==> config.mk <==
export PLATFORM = sky130hd
export DESIGN_NAME = wsp_cfg
export DESIGN_NICKNAME = d
export VERILOG_FILES = /design/src/rtl/world_to_screen_projection_macros.svh /design/src/rtl/wsp_pkg.sv /design/src/rtl/wsp_cfg.sv
export SDC_FILE = /design/constraint.sdc
export NUM_CORES = 1
export LEC_CHECK = 0
export BUFFER_PORTS_ARGS = -buffer_cell sky130_fd_sc_hd__buf_2
export CAP_MARGIN = 30
export CORE_AREA = 2 2 229 231
export DETAILED_ROUTE_END_ITERATION = 8
export DIE_AREA = 0 0 231 233
export PLACE_DENSITY_LB_ADDON = 0.1
export SYNTH_ARGS = -nofsm -noshare
export SYNTH_HDL_FRONTEND = slang
export SYNTH_SLANG_ARGS = --single-unit
==> constraint.sdc <==
create_clock -name i_clk -period 5.3 [get_ports i_clk]
set_input_delay 1.06 -clock i_clk [delete_from_list [all_inputs] [get_ports i_clk]]
set_output_delay 1.06 -clock i_clk [all_outputs]
set_load 0.01 [all_outputs]
==> src/rtl/world_to_screen_projection_macros.svh <==
// ----------------------------------------------------------------------------
// World-to-screen projection: assertion macros
// Shared concurrent assertion forms, sampled on the rising clock edge and
// disabled while reset is held.
// ----------------------------------------------------------------------------
`ifndef WORLD_TO_SCREEN_PROJECTION_MACROS_SVH
`define WORLD_TO_SCREEN_PROJECTION_MACROS_SVH

// Same-cycle implication
`define WSP_ASSERT_NOW(lbl, clk, rst_n, ante, cons, msg) \
    lbl: assert property (@(posedge clk) disable iff (!rst_n) (ante) |-> (cons)) \
        else $error(msg);

// Next-cycle implication
`define WSP_ASSERT_NEXT(lbl, clk, rst_n, ante, cons, msg) \
    lbl: assert property (@(posedge clk) disable iff (!rst_n) (ante) |=> (cons)) \
        else $error(msg);

`endif

==> src/rtl/wsp_pkg.sv <==
// ----------------------------------------------------------------------------
// World-to-screen projection package
// Shared widths, register reset values and types of the projection pipeline.
// ----------------------------------------------------------------------------
package wsp_pkg;

    localparam int COORD_BITS_DEF  = 32;
    localparam int FRAC_BITS_DEF   = 16;
    localparam int SCREEN_BITS_DEF = 12;

    localparam int NUM_PAIRS  = 8;
    localparam int PAIR_W     = 64;
    localparam int COEF_W     = 32;
    localparam int NUM_COEF   = 16;
    localparam int CLIP_W     = 64;
    localparam int CFG_IDX_W  = 8;
    localparam int TRANS_BASE = 12;

    localparam int ROW_X = 0;
    localparam int ROW_Y = 1;
    localparam int ROW_Z = 2;
    localparam int ROW_W = 3;

    localparam logic [CLIP_W-1:0] CLIP_LIM = 64'h0FFF_FFFF_FFFF_FFFF;

    typedef logic [NUM_COEF-1:0][COEF_W-1:0]  t_matrix;
    typedef logic [NUM_PAIRS-1:0][PAIR_W-1:0] t_pairs;
    typedef logic [3:0][CLIP_W-1:0]           t_clip;

    typedef struct packed {
        logic valid;
        logic w_zero;
    } t_div_ctl;

    // Identity matrix
    localparam t_pairs PAIR_RESET = {
        64'h0001_0000_0000_0000, 64'd0, 64'd65536, 64'd0,
        64'd0, 64'h0001_0000_0000_0000, 64'd0, 64'd65536
    };

endpackage

==> src/rtl/wsp_cfg.sv <==
// ----------------------------------------------------------------------------
// Matrix coefficient registers
// Holds the eight coefficient pairs and splits them into sixteen entries.
// ----------------------------------------------------------------------------
module wsp_cfg import wsp_pkg::*; (
    input  logic                 i_clk,
    input  logic                 i_rst_n,
    input  logic                 i_cfg_valid,
    output logic                 o_cfg_ready,
    input  logic [CFG_IDX_W-1:0] i_cfg_index,
    input  logic [PAIR_W-1:0]    i_cfg_data,
    output t_matrix              o_mat
);

    localparam int IDX_BITS = $clog2(NUM_PAIRS);

    t_pairs r_pair;

    always_ff @(posedge i_clk) begin
        if (!i_rst_n) begin
            r_pair <= PAIR_RESET;
        end else if (i_cfg_valid && (i_cfg_index < CFG_IDX_W'(NUM_PAIRS))) begin
            r_pair[i_cfg_index[IDX_BITS-1:0]] <= i_cfg_data;
        end
    end

    assign o_cfg_ready = 1'b1;

    always_comb begin
        for (int k = 0; k < NUM_PAIRS; k++) begin
            o_mat[2*k]   = r_pair[k][COEF_W-1:0];
            o_mat[2*k+1] = r_pair[k][PAIR_W-1:COEF_W];
        end
    end

endmodule

## Word level (Yosys, flattened, before mapping)

Cells that the tools add are included.

- Reductions and logical operators: 2
- Mux-type cells: 3
- Order comparisons: 3

Operators by type and width:

| operator | number |
|---|---|
| $bwmux W512 | 1 |
| $demux W64 S3 | 1 |
| $mux W64 | 1 |
| $lt A8 B4 Y1 const B | 1 |
| $lt A3 B4 Y1 const B | 1 |
| $ge A3 B1 Y1 const B | 1 |
| $logic_and A1 B1 Y1 | 2 |

- Output and inout bits: 513
- Logic and storage cells: 16
- Register bits: 512
- Bits of input ports: 75

## Depth between registers and ports, before layout

- Word-level depth: 5
- Mapped depth: 6
- Gate-level depth less buffers: 3

## Least setup slack after synthesis

OpenSTA, ideal clock, no wires.

- Path type: input -> register
- Start point: in i_cfg_index[4]
- End point: reg r_pair, in the netlist o_mat[100]
- Path buffers: 3
- Slack: 2.534 ns
- Stages: 6
- Required time: 5.174 ns
- Library setup time: 0.126 ns
- Data arrival time: 2.640 ns
- Path through: or4_1 buf_2 or4_4 buf_6 buf_6 mux2i_1

- Longest elaborated chain between the ends: 2

RTL lines:

| what | RTL line | source |
|---|---|---|
| start, declared | wsp_cfg.sv:10 | `input logic [CFG_IDX_W-1:0] i_cfg_index,` |
| $lt A8 B4 Y1 | wsp_cfg.sv:22 | `end else if (i_cfg_valid && (i_cfg_index < CFG_IDX_W'(NUM_PAIRS))) begin` |
| $logic_and A1 B1 Y1 | wsp_cfg.sv:22 |  |
| end signal, assigned by index | wsp_cfg.sv:23 | `r_pair[i_cfg_index[IDX_BITS-1:0]] <= i_cfg_data;` |
| end, declared | wsp_cfg.sv:17 | `t_pairs r_pair;` |

Every way passes these cells.
A chain may end at the register's enable or synchronous reset.

## Final worst setup path

- Start point: in i_cfg_index[4]
- End point: reg r_pair, in the netlist o_mat[462]

Same word-level chain as after synthesis.

==> flow_summary.toml <==
[status]
status = "completed"

[clocking]
cts_buffers = 53
clk-insertion-delay-late_ns = 0.60
cts_resized = 0
cts_max_level = 2
clk_pin_slew_ns = 0.06
cts_root_buf = "clkbuf_16"
hold_buffers = 0
tritoncts = "done"
clockBufferDepth = 3
post_cts_buffers = 0
clock-sinks = 512

[power_and_ir_drop]
power_frac_clock_pct = 47.8
ir_worst_vdd_v = 0.000228
netSwitchingFraction_pct = 22.0
powerDensity_mw_per_mm2 = 334
power.internal_uw = 6120
p_seq_share_pct = 49.2
power_leakage_uw = 0.0118
combPwrFrac_pct = 3.1
p_sw_uw = 1720

[sta]
worstMarginPinSlew_ns = 0.901
finalSetupTns_ns = 0
finClkSkew_ns = 0
post-route-period-util_pct = 56.6
fmax_mhz = 333
setup_viol = 0
hold_violations = 0
rsz0062_at_grt = "false"
layout_min_cycle_time_ns = 3.00
max_slew_margin_pct = 39.9
drv_slew = 0

[hold_path]
hold_depth = 2
hold_path_class = "register to register"
hold_path_end = "o_mat[445]"
min_from = "o_mat[445]"

[grt]
grt_pass1_wl_um = 90500
grt_overflow = 0
grt_start_max_net_pins = 133
grtUsageTotal_pct = 22.4
first_global_vias = 13800
antenna_found_initial = 0

[synthesis]
synth_compound_gate_area_share_pct = 0
synth.distinct_cells = 15
synthXorXnorAreaFrac_pct = 0
synth_top_family_by_area = "multiplexers"
synth_fa_ha_area_share_pct = 0
muxShareOfSynthArea_pct = 27.8
ys_seq_elements = 512
synth_area_mm2 = 0.0184
avgSynthCellArea_um2 = 10.6
yosys.area_share.simple_pct = 12.4
ys_warn_count = 0
syn_nets = 1815
ys_seq_area_share_pct = 55.6
syn_inst = 1740

[setup_path]
path_max_fanout = 33
r2r_slack_ns = 4.62
arrival_ns = 3.44
r2r-start = "o_mat[346]"
required_ns = 5.74
reg2reg_depth = 2
rr_endpoint = "o_mat[346]"
endpoint_kind = "register"
worst_setup_path_start_kind = "primary input"
critPathKind = "primary input to register"

[finish]
n_antenna_cell = 0
area_delta_synth_final_pct = 27.1
drive_above_1_share_pct = 29.9
instances_no_fill = 3004
largest_reg_flops = 512
fin_nets = 2355

[detailed_routing]
drtIter0Drc = 678
wirelength_um = 62500
vias = 14100
via_per_inst = 4.70
avgRoutedWirePerCell_um = 20.8
ant_nets = 0
drt-pass1-iter-count = 5
route.detailed.drc = 0

[die]
die-area_mm2 = 0.0538
die_h_um = 233
start_util_pct = 36.1
fp.coreArea_mm2 = 0.0511
die_x_um = 231
num_rows = 83
num_io_pins = 588

[placed_design]
place.gp.congestion = 0.792
place_inst = 2905
port_buffers = 586
dp_hpwl_um = 42900

[flow_run]
max_cap_violations = 0
[cell usage in the layout (no fill, tap or decap)]
cell type / n
nor2b_1: 6
mux2i_1: 512
or2_2: 1
buf_8: 1
clkinvlp_4: 1
dfxtp_1: 512
clkinv_2: 4
or4_4: 4
buf_12: 3
buf_4: 18
inv_1: 1
conb_1: 1
inv_6: 1
clkbuf_8: 15
clkbuf_16: 55
nor4_2: 4
clkbuf_1: 21
nand2b_1: 3
buf_2: 585
nand2_1: 573
or4_1: 1
bufinv_16: 2
[final cells by class]
type	count	area [um2]
Multi-Input combinational cell	1105	7440
Timing Repair Buffer	607	3140
Clock buffer	91	1660
Clock inverter	8	96.3
Fill cell	5033	27600
Inverter	1	3.75
Tap cell	680	851
Sequential cell	512	10200
[kinds of logic (layout without fill, tap and decap cells)]
kind of cell | after synthesis | after routing
mux | 512 | 512
flops | 512 | 512
other cells | 1 | 1
simple gates | 592 | 592
buf+inv | 123 | 707
[power groups by stage]
stage / registers, uW / clock network [uW] / logic (uW)
detailed placement: 3940 / 0 / 243
CTS: 3850 / 3850 / 243
global route: 3850 / 4010 / 257
floorplan: 3940 / 0 / 122
global placement: 3940 / 0 / 241
finish: 3860 / 3750 / 239
[cell usage after synthesis]
library cell,count,share of area (%)
nor4_1,4,0.14
buf_2,5,0.14
buf_4,25,1.0
inv_1,1,0.020
or4_1,1,0.041
nor2b_1,6,0.20
or2_2,1,0.034
nand2_1,573,12
clkbuf_1,64,1.3
dfxtp_1,512,56
or4_4,4,0.24
conb_1,1,0.020
nand2b_1,3,0.10
mux2i_1,512,28
buf_6,28,1.7
[through the flow]
step | power, uW | setup slack [ns] | hold slack [ns] | util [%] | instance area (um2)
6_report | 7840 | 2.30 | 0.452 | 45.9 | 23400
5_1_grt | 8120 | 2.25 | 0.466 | 45.9 | 23400
4_1_cts | 7940 | 2.32 | 0.454 | 45.9 | 23400
3_5_place_dp | 4180 | 1.68 | 0.443 | 42.4 | 21700
3_3_place_gp | 4180 | 1.72 | 0.438 | 42.4 | 21700
2_1_floorplan | 4060 | 2.53 | 0.479 | - | 18400
[how the worst max path moves through the flow]
stage	slack, ns	end	start	depth (start not counted)
floorplan	2.53	o_mat[100]	i_cfg_index[4]	6
global placement	1.72	o_mat[511]	i_cfg_index[4]	5
detailed placement	1.68	o_mat[346]	i_cfg_index[4]	5
CTS	2.32	o_mat[342]	i_cfg_index[4]	5
global route	2.25	o_mat[342]	i_cfg_index[4]	5
finish	2.30	o_mat[462]	i_cfg_index[4]	5
[per-layer routing]
metal,routed length [um],GRT usage (%),share of wire [%],vias to the layer above
li1,-,-,-,6827
met1,26100,27.3,42,6755
met2,29700,37.1,47,440
met3,4750,7.25,7.6,103
met4,1940,7.30,3.1,0
met5,0,0,0,-
[critical path, stage by stage]
cell	delay [ns]
buf_2	0.09
or4_1	0.70
or4_4	0.87
buf_4	0.45
mux2i_1	0.19
(Power assumes the default switching activity.)
