File: src/rtl/world_to_screen_projection_macros.svh
// ----------------------------------------------------------------------------
// World-to-screen projection: assertion macros
// Shared concurrent assertion forms, sampled on the rising clock edge and
// disabled while reset is held.
// ----------------------------------------------------------------------------
`ifndef WORLD_TO_SCREEN_PROJECTION_MACROS_SVH
`define WORLD_TO_SCREEN_PROJECTION_MACROS_SVH

// Same-cycle implication
`define WSP_ASSERT_NOW(lbl, clk, rst_n, ante, cons, msg) \
    lbl: assert property (@(posedge clk) disable iff (!rst_n) (ante) |-> (cons)) \
        else $error(msg);

// Next-cycle implication
`define WSP_ASSERT_NEXT(lbl, clk, rst_n, ante, cons, msg) \
    lbl: assert property (@(posedge clk) disable iff (!rst_n) (ante) |=> (cons)) \
        else $error(msg);

`endif

File: src/rtl/wsp_pkg.sv
// ----------------------------------------------------------------------------
// World-to-screen projection package
// Shared widths, register reset values and types of the projection pipeline.
// ----------------------------------------------------------------------------
package wsp_pkg;

    localparam int COORD_BITS_DEF  = 32;
    localparam int FRAC_BITS_DEF   = 16;
    localparam int SCREEN_BITS_DEF = 12;

    localparam int NUM_PAIRS  = 8;
    localparam int PAIR_W     = 64;
    localparam int COEF_W     = 32;
    localparam int NUM_COEF   = 16;
    localparam int CLIP_W     = 64;
    localparam int CFG_IDX_W  = 8;
    localparam int TRANS_BASE = 12;

    localparam int ROW_X = 0;
    localparam int ROW_Y = 1;
    localparam int ROW_Z = 2;
    localparam int ROW_W = 3;

    localparam logic [CLIP_W-1:0] CLIP_LIM = 64'h0FFF_FFFF_FFFF_FFFF;

    typedef logic [NUM_COEF-1:0][COEF_W-1:0]  t_matrix;
    typedef logic [NUM_PAIRS-1:0][PAIR_W-1:0] t_pairs;
    typedef logic [3:0][CLIP_W-1:0]           t_clip;

    typedef struct packed {
        logic valid;
        logic w_zero;
    } t_div_ctl;

    // Identity matrix
    localparam t_pairs PAIR_RESET = {
        64'h0001_0000_0000_0000, 64'd0, 64'd65536, 64'd0,
        64'd0, 64'h0001_0000_0000_0000, 64'd0, 64'd65536
    };

endpackage

File: src/rtl/wsp_vp.sv
// ----------------------------------------------------------------------------
// Viewport mapping
// Scales NDC x and y by the half sizes, adds the centre, flips y, saturates.
// ----------------------------------------------------------------------------
module wsp_vp import wsp_pkg::*; #(
    parameter int COORD_BITS  = COORD_BITS_DEF,
    parameter int FRAC_BITS   = FRAC_BITS_DEF,
    parameter int SCREEN_BITS = SCREEN_BITS_DEF
) (
    input  logic                       i_clk,
    input  logic                       i_rst_n,
    input  logic                       i_en,
    input  t_div_ctl                   i_ctl,
    input  logic [2:0][COORD_BITS-1:0] i_quot,
    input  logic [SCREEN_BITS-2:0]     i_half_w,
    input  logic [SCREEN_BITS-2:0]     i_half_h,
    output logic                       o_valid,
    output logic [COORD_BITS-1:0]      o_screen_x,
    output logic [COORD_BITS-1:0]      o_screen_y,
    output logic [COORD_BITS-1:0]      o_ndc_depth,
    output logic                       o_w_zero
);

    localparam int PX_W = COORD_BITS + SCREEN_BITS;
    localparam int HF_W = SCREEN_BITS + FRAC_BITS;
    localparam int VW   = ((PX_W > HF_W) ? PX_W : HF_W) + 1;
    localparam logic signed [VW-1:0] CMAX = VW'({1'b0, {(COORD_BITS-1){1'b1}}});
    localparam logic signed [VW-1:0] CMIN = -CMAX - 1;

    logic                         r_v1, r_v2;
    logic signed [PX_W-1:0]       r_px, r_py;
    logic [SCREEN_BITS-2:0]       r_hw, r_hh;
    logic [COORD_BITS-1:0]        r_nz;
    logic                         r_wz;
    logic signed [VW-1:0]         n_sx, n_sy;
    logic [COORD_BITS-1:0]        n_cx, n_cy;
    logic [COORD_BITS-1:0]        r_sx, r_sy, r_dz;
    logic                         r_wz2;

    always_ff @(posedge i_clk) begin
        if (!i_rst_n) begin
            r_v1 <= 1'b0;
            r_v2 <= 1'b0;
        end else if (i_en) begin
            r_v1 <= i_ctl.valid;
            r_v2 <= r_v1;
        end
    end

    always_comb begin
        logic signed [VW-1:0] v_hwf;
        logic signed [VW-1:0] v_hhf;
        v_hwf = VW'($signed({1'b0, r_hw})) <<< FRAC_BITS;
        v_hhf = VW'($signed({1'b0, r_hh})) <<< FRAC_BITS;
        n_sx  = VW'(r_px) + v_hwf;
        n_sy  = v_hhf - VW'(r_py);
        if (n_sx > CMAX) begin
            n_cx = CMAX[COORD_BITS-1:0];
        end else if (n_sx < CMIN) begin
            n_cx = CMIN[COORD_BITS-1:0];
        end else begin
            n_cx = n_sx[COORD_BITS-1:0];
        end
        if (n_sy > CMAX) begin
            n_cy = CMAX[COORD_BITS-1:0];
        end else if (n_sy < CMIN) begin
            n_cy = CMIN[COORD_BITS-1:0];
        end else begin
            n_cy = n_sy[COORD_BITS-1:0];
        end
    end

    always_ff @(posedge i_clk) begin
        if (i_en) begin
            r_px  <= $signed({1'b0, i_half_w}) * $signed(i_quot[ROW_X]);
            r_py  <= $signed({1'b0, i_half_h}) * $signed(i_quot[ROW_Y]);
            r_hw  <= i_half_w;
            r_hh  <= i_half_h;
            r_nz  <= i_quot[ROW_Z];
            r_wz  <= i_ctl.w_zero;
            r_sx  <= r_wz ? '0 : n_cx;
            r_sy  <= r_wz ? '0 : n_cy;
            r_dz  <= r_nz;
            r_wz2 <= r_wz;
        end
    end

    assign o_valid     = r_v2;
    assign o_screen_x  = r_sx;
    assign o_screen_y  = r_sy;
    assign o_ndc_depth = r_dz;
    assign o_w_zero    = r_wz2;

endmodule

File: config.mk
export PLATFORM = sky130hd
export DESIGN_NAME = wsp_vp
export DESIGN_NICKNAME = d
export VERILOG_FILES = /design/src/rtl/world_to_screen_projection_macros.svh /design/src/rtl/wsp_pkg.sv /design/src/rtl/wsp_vp.sv
export SDC_FILE = /design/constraint.sdc
export NUM_CORES = 2
export LEC_CHECK = 0
export ABC_AREA = 0
export BUFFER_PORTS_ARGS = -buffer_cell sky130_fd_sc_hd__buf_4
export CORE_MARGIN = 3
export CORE_UTILIZATION = 40
export DETAILED_ROUTE_END_ITERATION = 10
export HOLD_SLACK_MARGIN = 0.12
export PLACE_DENSITY = 0.6
export SETUP_SLACK_MARGIN = 0.4
export SYNTH_ARGS = -nofsm -noshare
export SYNTH_HDL_FRONTEND = slang
export SYNTH_SLANG_ARGS = --single-unit
export TNS_END_PERCENT = 10
File: constraint.sdc
create_clock -name i_clk -period 5.9 [get_ports i_clk]
set_input_delay 0.295 -clock i_clk [delete_from_list [all_inputs] [get_ports i_clk]]
set_output_delay 0.295 -clock i_clk [all_outputs]
set_load 0.03 [all_outputs]
### Yosys cells after proc, flatten, opt, wreduce, memory -nomap -nowiden

Index checks and enable logic that the tools add are counted.

| word-level totals | value |
|---|---|
| register bits | 242 |
| latch bits | 0 |
| memory bits (writable) | 0 |
| ROM bits | 0 |
| input bits | 123 |
| memories kept | 0 |

| operators by class | value |
|---|---|
| $add $sub $neg | 2 |
| multipliers | 2 |
| div/mod/pow operators | 0 |
| $lt $le $gt $ge | 4 |
| equality and inequality tests | 0 |
| shift-type cells | 0 |
| mux-type cells | 4 |
| bitwise logic cells | 0 |
| reductions and logical operators | 2 |

Operators by type and width:

| kind | count |
|---|---|
| 45-bit by 32-bit greater-than comparator with 1-bit output (second input constant) | 2 |
| 45-bit by 32-bit less-than comparator with 1-bit output (second input constant) | 2 |
| 12-bit by 32-bit multiplier with 44-bit output | 2 |
| 32-bit 2-to-1 mux | 2 |
| 31-bit 2-to-1 mux | 2 |
| 44-bit by 28-bit adder with 45-bit output | 1 |
| 28-bit by 44-bit subtractor with 45-bit output | 1 |
| 2-bit OR reduction | 2 |

### Depth between registers and ports, before layout

| depth | value |
|---|---|
| depth in word-level cells | 4 |
| gate-level depth with buffers | 23 |

### Worst setup path after synthesis

No wires, ideal clock.

| path | value |
|---|---|
| kind | input port to flip-flop |
| start | in i_half_h[3] |
| end | reg r_py[41], data pin |
| library setup time | 0.135 ns |
| data arrival time | 5.817 ns |
| path slack | -0.052 ns |
| stages | 21 |
| cells stage by stage | clkbuf_1 > nand2_1 > fa_1 > fa_1 > inv_1 > fa_1 > fa_1 > inv_1 > fa_1 > inv_1 > ha_1 > and4_1 > nor3_1 > a21oi_1 > o211a_1 > a221o_1 > a211o_1 > a31oi_1 > o31ai_1 > or4_1 > nand3_1 |

| on the way | value |
|---|---|
| word-level cells in the longest chain between the ends | 1 |

RTL lines:

| item | RTL line | source |
|---|---|---|
| start: declaration | wsp_vp.sv:16 | `input logic [SCREEN_BITS-2:0] i_half_h,` |
| 12-bit by 32-bit multiplier with 44-bit output | wsp_vp.sv:76 | `r_py <= $signed({1'b0, i_half_h}) * $signed(i_quot[ROW_Y]);` |
| end signal: assignment | wsp_vp.sv:76 |  |
| end: declaration | wsp_vp.sv:31 | `logic signed [PX_W-1:0] r_px, r_py;` |

Every way passes these cells.
A chain may end at the register's enable or synchronous reset.

### Worst setup path in the final report

| path | value |
|---|---|
| start | in i_half_w[5] |
| end | reg r_px[40], data pin |

| on the way | value |
|---|---|
| word-level cells in the longest chain between the ends | 1 |

RTL lines:

| item | RTL line | source |
|---|---|---|
| start: declaration | wsp_vp.sv:15 | `input logic [SCREEN_BITS-2:0] i_half_w,` |
| 12-bit by 32-bit multiplier with 44-bit output | wsp_vp.sv:75 | `r_px <= $signed({1'b0, i_half_w}) * $signed(i_quot[ROW_X]);` |
| end signal: assignment | wsp_vp.sv:75 |  |
| end: declaration | wsp_vp.sv:31 |  |

Every way passes these cells.

==> summary by stage <==
Critical path
The number of buffers and inverters on the critical path is 6. The required time at the worst-slack endpoint is just over 6 ns. Data arrives at the worst endpoint at 5.64 ns. The number of logic stages on the critical path including buffering is 23. The critical path endpoint category is a register. In this design, the critical path's most frequently occurring cell is fa_1. Measured in cells, the most critical reg-to-reg path has a length of 13. The critical path goes through buf_4 -> buf_4 -> buf_12 -> nand2_1 -> fa_1 -> fa_1 -> inv_1 -> fa_1 -> fa_1 -> inv_1 -> fa_1 -> inv_1 -> ha_1 -> a21o_1 -> a21o_1 -> a21oi_1 -> nand2_1 -> o21a_1 -> o31ai_2 -> o21ba_2 -> o31a_1 -> nor3b_1 -> a311o_1. The longest individual stage delay on the worst path is roughly 0.54 ns. The startpoint type of the worst setup path is an input port. The cell family contributing the most delay on the critical path is adder cells.

The slowest stage of the critical path is the fa_1 cell. The worst setup path is of the in -> reg kind. The worst-path maximum fanout is 13.

Timing
The maximum frequency from static timing analysis is 187 MHz. The clock period minus final worst setup slack is 5.34 ns. The minimum setup slack in the final design is 0.564 ns.

The hold violation total from the final report is 0. The worst path uses 90.4% of the clock period. The normalized max-slew margin is about 26%. The clock skew is 0.0209 ns. The max-slew violation count came to 0. The summed negative setup slack over all endpoints is 0 ns. The slew at the pin closest to its max-slew limit is 1.11 ns. The number of setup violations in the final report is 0. Setup repair after global routing could not meet its margin everywhere.

Final hold analysis gives a worst-case slack of 0.153 ns.

Placed design
The half-perimeter wire length after detailed placement is 67900 um. The number of placed cells counting well taps is 4900. The weighted congestion reported at the end of routability-driven placement is approximately 0.87. The number of buffer cells added on primary ports is 220. Prior to clock tree synthesis, the placed netlist has a worst setup slack of -0.104 ns.

Pwr
The proportion of total power due to net switching is 46.9%. The share of total power dissipated in combinational logic is between 70% and 80%. The internal portion of the total power is ~13 mW. The register share of total power is around 15%. Power spread over the standard cell area amounts to 616 nW/um^2. The static power due to leakage is around 19 nW. Across the VDD grid, the largest voltage drop is roughly 0.46 mV.

The analysis attributes to net switching a power of between 10 and 15 mW. The fraction of power consumed by the clock network is 6.6%.

Drt
The remaining antenna violation count is 0. After detailed routing, the total wire length is 82000 um. The average wire per standard cell is 16.4 um.

In the routed layout, each cell is associated on average with a via count of 4.86. For this run, the detailed router's first-pass iteration total came to 7. The via count of the routed design is 24300.

The DRC violation count after routing is 0. The initial DRC count is around 1300.

GRT
The maximum number of pins on one net before global-route repair is 136. The first global-routing pass estimated around 140000 um of wire. The number of antenna violations at the first check in global routing came to 5. The global-route total usage across every layer is around a fifth.

The total overflow left after global routing is 0. Global routing consumed, on the met1 layer, 26.3% of the routing resources. The number of global-route vias before repair is 25500. The busiest metal layer after global routing is met2. In the global route stage, met3 resource usage came out at 3.25%. The met2 track demand over resource is a little under a third.

Yosys
Of all cell types, the one taking the most synthesized area is fa_1. Sorting the synthesized cells by how often they occur yields inv_1, fa_1, nand2_1. The share of synthesized area occupied by flip-flops and latches is 21.1%.

The mean post-synth cell area is 9.70 sq um. The share of synthesized registers carrying an async set or reset is 0%. In the synthesized netlist the dominant register cell turns out to be edfxtp_1. When the netlist entered floorplanning its net count stood at 4489. The number of synthesized flops with an enable pin is 240.

The fraction of post-synthesis cell area in the top cell type by area is roughly 36%. Synthesis handed over a netlist of 3543 instances. Synthesis inferred 242 register bits. The number of distinct standard cells referenced by the synthesized netlist is 90. After synthesis, the cell types taking the most area are fa_1, edfxtp_1, inv_1. The count of yosys warnings during synthesis is 0. The most used standard cell by instance count after synthesis is inv_1. The post-synth design cell area is around 34000 sq um.

Worst hold path
The worst hold path was traced through 2 stages. The min-delay analysis places its worst path in the category in -> reg.

Finish
The number of filler cells placed in the layout is 8077. From synthesis to final layout, the design area changed by 15.3%. The area used by multi-input combinational logic is about 24000 sq um. The fraction of final layout cells with drive strength greater than 1 is 13.0%.

The utilization after layout is 47.0%. The number of standard cells in the layout, taps in and fillers out is 4993. The sequential cell area is 7250 sq um. The final net count is 4783.

Clocking
The clock passes through at most 3 buffers. The later pin in the worst-skew pair is clocked with a latency of 0.57 ns. The clock sink count is 242. The clock transition at the register clock pins on the worst setup and hold paths after CTS is 0.06 ns.

The clock tree from TritonCTS is built. CTS built an H-tree with a depth of 1. The buffer type at the clock tree root is clkbuf_16. The CTS buffer count is 26.

Die
The area of the die is 89500 sq um. The placement row count is 106. In this run the horizontal extent of the chip is 299 um. The number of placed I/O pins is 221. After floorplanning, the core was sized to cover approximately 84000 sq um.

For this configuration, the core starts out at a cell density of 40.7%. The vertical die dimension is 299 um.

Run
The max-cap violation count is 0.

Status
The flow ran to the end, and the final reports show no timing, DRC or antenna violations.
-- flip-flops by register name, summed over array words and instances, names as in the netlist, 11 cells and up --
name         count
r_hh            11
r_nz            32
r_px            44
r_hw            11
r_py            44
o_screen_x      32
o_ndc_depth     32
o_screen_y      32
-- per-layer routing --
metal	vias to the layer above	share of wire, %
li1	11500	-
met1	12100	46
met2	563	46
met3	75	6.6
met4	4	1.5
met5	-	0.022
-- placed cells by master, fill, tap and decap left out, types with 9 or more instances in the layout --
master,count
a211oi_1,12
a21o_1,55
a21oi_1,99
a21oi_2,25
a31oi_1,13
and2_1,180
and3_1,16
buf_4,362
clkbuf_16,26
dlygate4sd3_1,42
edfxtp_1,240
fa_1,611
ha_1,205
inv_1,768
nand2_1,602
nand2b_1,13
nand3_1,38
nand4_1,9
nor2_1,67
nor2b_1,10
nor3_1,23
nor4_1,17
o211ai_1,13
o21a_1,32
o21ai_0,51
o21bai_1,14
or3_1,15
or4_1,9
xnor2_1,82
xor2_1,46
-- cells by family after synthesis --
| kind of cell | count (synthesis) | share of synthesized area (%) |
|---|---|---|
| AO/OA/AOI/OAI | 380 | 7.58 |
| XOR/XNOR | 128 | 3.26 |
| adder cells (fa/ha/maj) | 823 | 43.3 |
| buffers and inverters | 924 | 10.3 |
| flip-flops | 242 | 21.1 |
| multiplexers | 6 | 0.182 |
| AND/OR/NAND/NOR | 1040 | 14.3 |
-- per-stage QoR --
stage	instance area (sq um)	total power, mW
after floorplan	34600	17.2
after global placement	38200	22.4
after detailed placement	38200	22.7
after CTS	39500	24.4
after global routing	39600	27.2
final	39600	24.4
-- power by group through the flow --
stage	Clock [mW]	Combinational [mW]	Sequential, mW
final	1.60	19.2	3.63
after global routing	1.73	21.8	3.68
after floorplan	0	13.4	3.76
after global placement	0	18.8	3.65
after CTS	1.65	19.1	3.63
after detailed placement	0	19.0	3.66
-- timing repair --
action,CTS,global route
gates resized for setup,0,21
setup buffers,0,1
hold buffers,42,0
endpoints found under the hold margin,42,0
setup endpoints to repair,0,14
-- cell type report --
cell class	instances	area share, %
Multi-Input combinational cell	2377	60.0
Sequential cell	242	18.3
Tap cell	1134	3.58
Antenna cell	3	0.0190
Clock inverter	18	0.480
Inverter	768	7.28
Clock buffer	29	1.67
Timing Repair Buffer	422	8.64
-- worst paths after layout --
check,endpoint,slack [ns],startpoint
max,r_px[40],0.56,i_half_w[5]
min,r_hh[3],0.15,i_half_h[3]
max reg2reg,o_screen_y[5],1.45,r_py[0]
min reg2reg,o_ndc_depth[8],0.42,r_nz[8]
Note: power is estimated with default switching activity, not from simulation.
